<file path="src/tlq_pkg.sv">
// Shared types and constants for the delta-list timer queue.
// Used by every module of the block; depends on nothing.
package tlq_pkg;

    localparam int QUEUE_DEPTH = 16;
    localparam int IDX_W       = (QUEUE_DEPTH > 1) ? $clog2(QUEUE_DEPTH) : 1;
    localparam int CNT_W       = $clog2(QUEUE_DEPTH + 1);

    localparam int ID_W        = 8;
    localparam int DELTA_W     = 24;
    localparam int PEND_W      = 5;

    localparam int IN_DATA_W   = 56;
    localparam int OUT_DATA_W  = 40;
    localparam int OUT_USER_W  = 3;

    // Flag positions in the result tuser.
    localparam int USER_NOTIFY  = 0;
    localparam int USER_RESTART = 1;
    localparam int USER_DROPPED = 2;

    typedef enum logic {
        FUNC_START  = 1'b0,
        FUNC_EXPIRE = 1'b1
    } func_t;

    typedef enum logic [2:0] {
        S_IDLE,
        S_HEAD,
        S_WALK,
        S_FIX,
        S_INSERT,
        S_POP,
        S_RESULT
    } tlq_state_t;

    typedef enum logic [1:0] {
        SOP_NOP,
        SOP_WR_DELTA,
        SOP_INSERT,
        SOP_POP
    } store_op_t;

    typedef struct packed {
        store_op_t          op;
        logic [IDX_W-1:0]   idx;
        logic [CNT_W-1:0]   count;
        logic [ID_W-1:0]    id;
        logic [DELTA_W-1:0] delta;
    } store_cmd_t;

endpackage

</file>
<file path="src/tlq_alu.sv">
// Shared 24-bit subtractor of the timer queue: difference, borrow and
// the difference clamped at zero. Depends on tlq_pkg.
module tlq_alu
    import tlq_pkg::*;
(
    input  logic [DELTA_W-1:0] a,
    input  logic [DELTA_W-1:0] b,
    output logic [DELTA_W-1:0] diff,
    output logic               borrow,
    output logic [DELTA_W-1:0] sat
);

    assign {borrow, diff} = {1'b0, a} - {1'b0, b};
    assign sat = borrow ? '0 : diff;

endmodule

</file>
<file path="src/tlq_store.sv">
// Entry storage of the timer queue: ids and relative delays, with ordered
// insert, head removal and single-delay update. Depends on tlq_pkg.
module tlq_store
    import tlq_pkg::*;
(
    input  logic               aclk,
    input  store_cmd_t         cmd,
    output logic [ID_W-1:0]    head_id,
    output logic [DELTA_W-1:0] rd_delta
);

    logic [ID_W-1:0]    ids_reg    [QUEUE_DEPTH];
    logic [DELTA_W-1:0] deltas_reg [QUEUE_DEPTH];

    assign head_id  = ids_reg[0];
    assign rd_delta = deltas_reg[cmd.idx];

    // Entries from the insert point up to the old tail move one place back;
    // a removal moves every entry one place forward.
    always_ff @(posedge aclk) begin
        for (int j = 0; j < QUEUE_DEPTH; j++) begin
            unique case (cmd.op)
                SOP_WR_DELTA: begin
                    if (IDX_W'(j) == cmd.idx) begin
                        deltas_reg[j] <= cmd.delta;
                    end
                end
                SOP_INSERT: begin
                    if (IDX_W'(j) == cmd.idx) begin
                        ids_reg[j]    <= cmd.id;
                        deltas_reg[j] <= cmd.delta;
                    end else if (j > 0 && IDX_W'(j) > cmd.idx && CNT_W'(j) <= cmd.count) begin
                        ids_reg[j]    <= ids_reg[j-1];
                        deltas_reg[j] <= deltas_reg[j-1];
                    end
                end
                SOP_POP: begin
                    if (j < QUEUE_DEPTH - 1) begin
                        ids_reg[j]    <= ids_reg[j+1];
                        deltas_reg[j] <= deltas_reg[j+1];
                    end
                end
                SOP_NOP: begin
                end
            endcase
        end
    end

endmodule

</file>
<file path="src/delta_list_timer_queue.sv">
// Start request on a non-empty list: head step, walk up to the new timer's place, fix of the
// entry that it goes in front of (none at the tail), insert and result; on an empty list only
// insert and result. The walk takes one entry per cycle through the shared subtractor. Expire
// event: pop and result; dropped request: result only. A result still waiting in the output
// register adds its wait. Input is next taken at the earliest the cycle after the result loads.
// Reset (aresetn low, synchronous) empties the queue and clears the output valid.
module delta_list_timer_queue
    import tlq_pkg::*;
(
    input  logic                  aclk,
    input  logic                  aresetn,

    input  logic                  s_tvalid,
    output logic                  s_tready,
    input  logic [IN_DATA_W-1:0]  s_tdata,   // dest_id[7:0], duration_ms[31:8], elapsed_ms[55:32]
    input  logic [0:0]            s_tuser,   // func[0]

    output logic                  m_tvalid,
    input  logic                  m_tready,
    output logic [OUT_DATA_W-1:0] m_tdata,   // notify_id[7:0], restart_ms[31:8],
                                             // pending_count[36:32], zero[39:37]
    output logic [OUT_USER_W-1:0] m_tuser    // notify_valid[0], restart_valid[1],
                                             // dropped_full[2]
);

    tlq_state_t         state_reg, state_next;
    logic [CNT_W-1:0]   count_reg, count_next;
    logic [CNT_W-1:0]   walk_reg, walk_next;
    logic [ID_W-1:0]    id_reg, id_next;
    logic [DELTA_W-1:0] rem_reg, rem_next;
    logic [DELTA_W-1:0] elapsed_reg, elapsed_next;
    logic [DELTA_W-1:0] m_reg, m_next;

    logic               res_notify_reg, res_notify_next;
    logic [ID_W-1:0]    res_notify_id_reg, res_notify_id_next;
    logic               res_restart_reg, res_restart_next;
    logic [DELTA_W-1:0] res_restart_ms_reg, res_restart_ms_next;
    logic               res_dropped_reg, res_dropped_next;
    logic [PEND_W-1:0]  res_pending_reg, res_pending_next;

    logic                  m_tvalid_reg, m_tvalid_next;
    logic [OUT_DATA_W-1:0] m_tdata_reg, m_tdata_next;
    logic [OUT_USER_W-1:0] m_tuser_reg, m_tuser_next;

    logic [DELTA_W-1:0] alu_a, alu_b, alu_diff, alu_sat;
    logic               alu_borrow;
    logic [DELTA_W-1:0] walk_m;
    logic [CNT_W-1:0]   walk_inc;

    store_cmd_t         cmd;
    logic [ID_W-1:0]    head_id;
    logic [DELTA_W-1:0] rd_delta;

    tlq_alu u_alu (
        .a      (alu_a),
        .b      (alu_b),
        .diff   (alu_diff),
        .borrow (alu_borrow),
        .sat    (alu_sat)
    );

    tlq_store u_store (
        .aclk     (aclk),
        .cmd      (cmd),
        .head_id  (head_id),
        .rd_delta (rd_delta)
    );

    // The head's remaining time was computed ahead of the walk; later entries
    // are used as stored.
    assign walk_m   = (walk_reg == '0) ? m_reg : rd_delta;
    assign walk_inc = walk_reg + CNT_W'(1);

    assign s_tready = (state_reg == S_IDLE);
    assign m_tvalid = m_tvalid_reg;
    assign m_tdata  = m_tdata_reg;
    assign m_tuser  = m_tuser_reg;

    always_ff @(posedge aclk) begin
        if (!aresetn) begin
            state_reg    <= S_IDLE;
            count_reg    <= '0;
            m_tvalid_reg <= 1'b0;
        end else begin
            state_reg    <= state_next;
            count_reg    <= count_next;
            m_tvalid_reg <= m_tvalid_next;
        end
    end

    always_ff @(posedge aclk) begin
        walk_reg           <= walk_next;
        id_reg             <= id_next;
        rem_reg            <= rem_next;
        elapsed_reg        <= elapsed_next;
        m_reg              <= m_next;
        res_notify_reg     <= res_notify_next;
        res_notify_id_reg  <= res_notify_id_next;
        res_restart_reg    <= res_restart_next;
        res_restart_ms_reg <= res_restart_ms_next;
        res_dropped_reg    <= res_dropped_next;
        res_pending_reg    <= res_pending_next;
        m_tdata_reg        <= m_tdata_next;
        m_tuser_reg        <= m_tuser_next;
    end

    always_comb begin
        state_next          = state_reg;
        count_next          = count_reg;
        walk_next           = walk_reg;
        id_next             = id_reg;
        rem_next            = rem_reg;
        elapsed_next        = elapsed_reg;
        m_next              = m_reg;
        res_notify_next     = res_notify_reg;
        res_notify_id_next  = res_notify_id_reg;
        res_restart_next    = res_restart_reg;
        res_restart_ms_next = res_restart_ms_reg;
        res_dropped_next    = res_dropped_reg;
        res_pending_next    = res_pending_reg;
        m_tvalid_next       = m_tvalid_reg && !m_tready;
        m_tdata_next        = m_tdata_reg;
        m_tuser_next        = m_tuser_reg;
        alu_a               = '0;
        alu_b               = '0;
        cmd.op              = SOP_NOP;
        cmd.idx             = walk_reg[IDX_W-1:0];
        cmd.count           = count_reg;
        cmd.id              = id_reg;
        cmd.delta           = rem_reg;

        unique case (state_reg)
            S_IDLE: begin
                if (s_tvalid) begin
                    id_next             = s_tdata[ID_W-1:0];
                    rem_next            = s_tdata[ID_W +: DELTA_W];
                    elapsed_next        = s_tdata[ID_W + DELTA_W +: DELTA_W];
                    walk_next           = '0;
                    res_notify_next     = 1'b0;
                    res_notify_id_next  = '0;
                    res_restart_next    = 1'b0;
                    res_restart_ms_next = '0;
                    res_dropped_next    = 1'b0;
                    res_pending_next    = PEND_W'(count_reg);
                    if (func_t'(s_tuser[0]) == FUNC_EXPIRE) begin
                        state_next = S_POP;
                    end else if (count_reg == CNT_W'(QUEUE_DEPTH)) begin
                        res_dropped_next = 1'b1;
                        state_next       = S_RESULT;
                    end else if (count_reg == '0) begin
                        state_next = S_INSERT;
                    end else begin
                        state_next = S_HEAD;
                    end
                end
            end
            S_HEAD: begin
                // Time left on the running hardware timer, clamped at zero.
                cmd.idx    = '0;
                alu_a      = rd_delta;
                alu_b      = elapsed_reg;
                m_next     = alu_sat;
                state_next = S_WALK;
            end
            S_WALK: begin
                alu_a  = rem_reg;
                alu_b  = walk_m;
                m_next = walk_m;
                if (alu_borrow) begin
                    state_next = S_FIX;
                end else begin
                    rem_next  = alu_diff;
                    walk_next = walk_inc;
                    if (walk_inc == count_reg) begin
                        state_next = S_INSERT;
                    end
                end
            end
            S_FIX: begin
                // The entry that the new timer goes in front of keeps only the
                // time beyond the new timer.
                alu_a      = m_reg;
                alu_b      = rem_reg;
                cmd.op     = SOP_WR_DELTA;
                cmd.delta  = alu_diff;
                state_next = S_INSERT;
            end
            S_INSERT: begin
                cmd.op           = SOP_INSERT;
                count_next       = count_reg + CNT_W'(1);
                res_pending_next = PEND_W'(count_reg + CNT_W'(1));
                if (walk_reg == '0) begin
                    res_restart_next    = 1'b1;
                    res_restart_ms_next = rem_reg;
                end
                state_next = S_RESULT;
            end
            S_POP: begin
                cmd.idx = IDX_W'(1);
                if (count_reg != '0) begin
                    cmd.op             = SOP_POP;
                    count_next         = count_reg - CNT_W'(1);
                    res_notify_next    = 1'b1;
                    res_notify_id_next = head_id;
                    res_pending_next   = PEND_W'(count_reg - CNT_W'(1));
                    if (count_reg > CNT_W'(1)) begin
                        res_restart_next    = 1'b1;
                        res_restart_ms_next = rd_delta;
                    end
                end
                state_next = S_RESULT;
            end
            S_RESULT: begin
                if (!m_tvalid_reg || m_tready) begin
                    m_tvalid_next = 1'b1;
                    m_tdata_next  = OUT_DATA_W'({res_pending_reg, res_restart_ms_reg,
                                                 res_notify_id_reg});
                    m_tuser_next  = {res_dropped_reg, res_restart_reg, res_notify_reg};
                    state_next    = S_IDLE;
                end
            end
            default: begin
                state_next = S_IDLE;
            end
        endcase
    end

endmodule

</file>
<file path="config.mk">
export PLATFORM = sky130hd
export DESIGN_NAME = delta_list_timer_queue
export DESIGN_NICKNAME = d
export VERILOG_FILES = /design/src/tlq_pkg.sv /design/src/tlq_alu.sv /design/src/tlq_store.sv /design/src/delta_list_timer_queue.sv
export SDC_FILE = /design/constraint.sdc
export NUM_CORES = 2
export LEC_CHECK = 0
export BUFFER_PORTS_ARGS = -buffer_cell sky130_fd_sc_hd__buf_4
export CAP_MARGIN = 20
export CORE_MARGIN = 4
export CORE_UTILIZATION = 65
export DETAILED_ROUTE_END_ITERATION = 8
export PLACE_DENSITY = 0.83
export SYNTH_ARGS = -nofsm -noshare
export SYNTH_HDL_FRONTEND = slang
export SYNTH_SLANG_ARGS = --single-unit
</file>
<file path="constraint.sdc">
create_clock -name aclk -period 15.7 [get_ports aclk]
set_input_delay 0.785 -clock aclk [delete_from_list [all_inputs] [get_ports aclk]]
set_output_delay 0.785 -clock aclk [all_outputs]
set_load 0.01 [all_outputs]
</file>
Word level (Yosys, flattened, before mapping). Memories as Yosys holds them, arrays and structs flattened. Cells that the tools add are included.

Bits in latches: 0. Register bits after elaboration: 174. Bits in read-only memories: 0. Input bits: 61. Logic and storage cells: 463. Memories: 2. RAM bits: 512. Output and inout bits: 45.

Memory list: u_store.deltas_reg (depth 16, width 24, rd ports 17, clocked after memory_dff 0, wr ports 16, RTL line tlq_store.sv:13) `logic [DELTA_W-1:0] deltas_reg [QUEUE_DEPTH];`; u_store.ids_reg (depth 16, width 8, rd ports 16, clocked after memory_dff 0, wr ports 16, RTL line tlq_store.sv:12) `logic [ID_W-1:0] ids_reg [QUEUE_DEPTH];`.

Shift-type cells: 0. Multipliers: 0. Magnitude comparators: 31. Divide/modulo/power cells: 0. Reduce and logical (&&, ||, !) cells: 38. Add/subtract/negate cells: 4. Equality and inequality tests: 33. Bitwise logic cells: 76. Mux-type cells: 263.

Operators by type and width (number): two-way mux 24 bit (55); two-way mux 8 bit (32); one-hot mux 24 bit (3 select lines) (3); two-way mux 1 bit (150); one-hot mux 24 bit (2 select lines) (2); OR 1 bit (76); less-or-equal comparator 4 x 5 -> 1 bit, first input constant (8); equality test 4 bit, first input constant (8); > comparator 4 bit, first input constant (8); subtractor 24 x 24 -> 25 bit (1); two-way mux 3 bit (7); less-or-equal comparator 3 x 5 -> 1 bit, first input constant (4); two-way mux 5 bit (4); one-hot mux 5 bit (2 select lines) (2); one-hot mux 3 bit (6 select lines) (1); equality test 3 x 4 -> 1 bit, first input constant (4); > comparator 3 x 4 -> 1 bit, first input constant (4); logical AND 1 bit (16); one-hot mux 8 bit (2 select lines) (1); one-hot mux 5 bit (3 select lines) (1); != test 2 bit, second input constant (6); AND reduction 3 bit (4); adder 5 x 1 -> 5 bit, second input constant (2); less-or-equal comparator 2 x 5 -> 1 bit, first input constant (2); other kinds (31) (44).

Longest topological paths before layout.
Word-level depth: 10. Mapped depth: 25. Gate-level depth less buffers: 21.

Cells and area by module. From an unflattened synthesis, not the netlist that was laid out.

Cells, all modules: 3325. Area total of the unflattened synthesis: 38131.6 µm².

Modules (own cells, without submodules): tlq_store (area each 27625.2 µm², seq. area each 15374.7 µm², cells each 2284, instances 1); delta_list_timer_queue (area each 8803.4 µm², seq. area each 5134.9 µm², cells each 783, instances 1); tlq_alu (area each 1702.9 µm², seq. area each 0.0 µm², cells each 258, instances 1).

Worst setup path after synthesis. Ideal clock, no wire load.

Kind: reg2reg. Start: reg walk_reg[1]. End: mem u_store.deltas_reg[10][13] (data pin). Setup slack: 10.654 ns. Stages on the path, launching flop included: 21. Setup time: 0.270 ns. Required time: 15.430 ns. Arrival time: 4.776 ns. Period minus slack after synthesis: 5.046 ns. Buffers on the path: 4. Cell sequence: edfxtp_1 clkbuf_1 inv_1 nor2_2 buf_6 buf_4 mux4_2 o22ai_1 a21oi_1 mux2_2 a222oi_1 ha_1 a21o_1 or3_1 o211ai_1 o31ai_2 xnor2_1 nor2_1 a21oi_1 clkbuf_1 a21oi_1.

RTL lines: from (decl) (RTL line delta_list_timer_queue.sv:28) `logic [CNT_W-1:0] walk_reg, walk_next;`; from (signal assigned) (RTL line delta_list_timer_queue.sv:92) `walk_reg <= walk_next;`; to (decl) (RTL line tlq_store.sv:13).

==> impl_metrics.toml <==
[routing]
vias = 32400
via_per_inst = 7.42
post_drt_wl_per_cell_um = 28.0
dr.pass1.iters = 9
drc_errors = 7
routed_wl_um = 123000
drt_iter0_drc = 6025
antenna_left = 0

[finish]
final_cell_mix = "677 x edfxtp_1, 627 x nand2_1, 377 x nor2_1"
largest_register_ffs = 384
final_common_cell = "edfxtp_1"
layout.nets = 3658
drive_gt1_frac = 0.131
synthToLayoutAreaGrowth_pct = 10.5
insertedDiodeCount = 0
n_fill_cell = 3681

[global_routing]
grt_usage = 0.388
grt_overflow = 0
first_global_vias = 30500
antenna_found_initial = 1
grt_start_max_net_pins = 271
grt_pass1_wl_um = 181000

[min_path]
hold_path.class = "input pin to register"

[worst_setup_path]
end_kind = "register"
critPathTopFamily = "compound AO/OA/AOI/OAI gates"
worstPathRequired_ns = 16.18
cp_common_cell = "buf_4"
critPathKind = "register to register"
cp-start-kind = "register"
max_stage_delay_ns = 0.99
critical_path_buf_inv_count = 3
cp.arrival_ns = 8.05
cp_slowest_cell = "a311oi_2"
crit_chain = "nor2b_4 > nand2_2 > inv_2 > a21oi_4 > buf_4 > buf_4 > mux4_2 > mux2i_1 > a21oi_1 > mux2_2 > a222oi_1 > ha_1 > o21a_1 > o211ai_1 > and2_1 > or4_1 > nor2_1 > nor4b_1 > a311oi_2 > a22o_1"
crit_path_max_fanout = 41

[outcome]
outcome = "finished with violations"
violations = "design-rule violations"

[clocking]
ctsHoldBuffers = 0
clock-root-buffer = "clkbuf_16"
cts-resized-gates = 0
cts.reportedPaths.clkPinSlew_ns = 0.06
cts-buffers-inserted = 72
cts_tree = "built"
numClockSinks = 686
insertion_delay_ns = 0.62
ctsLongestPathBuffers = 3
h-tree-depth = 3
postCtsSetupBuffers = 0

[synth]
synth.largest_area_cell = "edfxtp_1"
ys_warn_count = 0
syn-cell-area_um2 = 37400
synth-seq-cells = 686
async_flop_share = 0
synth.top_cell.area_share = 0.544
synth-edff-count = 677
synth_cells = 3624
synthFlopType = "edfxtp_1"
synth.avg_cell_area_um2 = 10.3
synth_cell_types = 75
synth_area_leaders = "edfxtp_1 54%, nand2_1 6.3%, mux4_2 5.7%"
ys_seq_area_frac = 0.549

[pwr]
clkPwrFrac = 0.203
power_density_nw_per_um2 = 213
p_seq_frac = 0.336
p_leak_uw = 0.0151
p_switching_uw = 3590
comb_power_share = 0.461
peakVddDrop_uv = 165
intPower_uw = 5190
swShare = 0.409

[sta]
rsz0062_at_grt = "no"
hold_viol_final = 0
setup_slack_ns = 8.13
setup_viol = 0
finalSetupTns_ns = 0
period_share = 0.482
max_freq_mhz = 132
slew_viol_final = 0
relSlewSlack = 0.170
fin_hold_ws_ns = 0.339
tightest_slew_ns = 1.25
skew_ns = 0.0262
period_needed_ns = 7.57

[floorplanning]
ios = 106
die_width_um = 248
num_rows = 87
start_util = 0.659
fp.dieArea_um2 = 61400
die_h_um = 248
core-area_um2 = 56700

[placed_design]
dp_hpwl_um = 73000
portBuffers = 102
place_ws_ns = 8.21
gp_congestion = 0.952

[flow_run]
drv_cap = 0
==> layout make-up <==
cell class              instances  area (um2)  area share
inverters                      42         158     0.00382
multi-input cells            2567       15800       0.381
well taps                     756         946      0.0229
clock buffers                  95        2000      0.0485
flip-flops and latches        686       20500       0.496
clock inverters                30         390     0.00945
repair buffers                196        1560      0.0377
==> kinds of logic after synthesis <==
group	after synthesis	synth area share
other cells	1	0.000100
fa+ha+maj	32	0.0109
flops	686	0.549
xor+xnor	33	0.00773
mux	180	0.0804
compound gates	1168	0.189
buf+inv	373	0.0390
simple gates	1151	0.124
==> power by group through the flow <==
stage,sequential [uW],combinational (uW),clock [uW]
after floorplan,2840,2740,0
after global placement,2940,3690,0
after detailed placement,2960,3840,0
after CTS,2930,3880,1780
after global routing,2970,4300,1860
final,2950,4050,1780
==> stage by stage <==
stage               total power, uW  cells  instance area, um2  utilization
finish                         8790   4372               41300        0.728
global route                   9130   4372               41300        0.728
detailed placement             6800   4235               38800        0.684
global placement               6630   4228               38700        0.683
floorplan                      5590   3626               37400            -
CTS                            8580   4360               41200        0.726
==> cell usage after synthesis, drive strengths merged, types with 5 or more instances <==
| cell | instances |
|---|---|
| a21boi | 6 |
| buf | 57 |
| a221oi | 5 |
| a222oi | 44 |
| o21bai | 10 |
| o211ai | 19 |
| xor2 | 12 |
| nor3 | 16 |
| or2 | 10 |
| ha | 31 |
| a31oi | 138 |
| nor2 | 382 |
| and2 | 27 |
| mux2 | 23 |
| o21ai | 341 |
| a22o | 65 |
| clkbuf | 274 |
| o21a | 14 |
| inv | 42 |
| mux4 | 94 |
| or3 | 21 |
| and3 | 10 |
| nand2 | 630 |
| o22ai | 104 |
| nand4 | 6 |
| edfxtp | 677 |
| nand2b | 15 |
| a21o | 17 |
| a21oi | 329 |
| xnor2 | 21 |
| nor2b | 8 |
| dfxtp | 9 |
| a22oi | 15 |
| o311ai | 6 |
| nand3 | 18 |
| a211oi | 16 |
| o31ai | 5 |
| mux2i | 63 |
==> path summary, 6_finish.rpt <==
check	from	endpoint	slack (ns)	cells after the start
min reg2reg	res_restart_ms_reg[19]$_DFFE_PP_	m_tdata[27]$_DFFE_PP_	0.42	0
max	state_reg[1]$_SDFFE_PN0P_	u_store.deltas_reg[9][23]$_DFFE_PP_	8.13	20
max reg2reg	state_reg[1]$_SDFFE_PN0P_	u_store.deltas_reg[9][23]$_DFFE_PP_	8.13	20
min	s_tdata[34]	elapsed_reg[2]$_DFFE_PP_	0.34	1
==> metal layers <==
layer	global-route usage	up-vias	routed length (um)
met5	0	-	0
met4	0.212	0	7660
met3	0.126	604	21100
met2	0.568	3327	52900
met1	0.517	15100	40900
li1	-	13400	-
(Power assumes the default switching activity.)
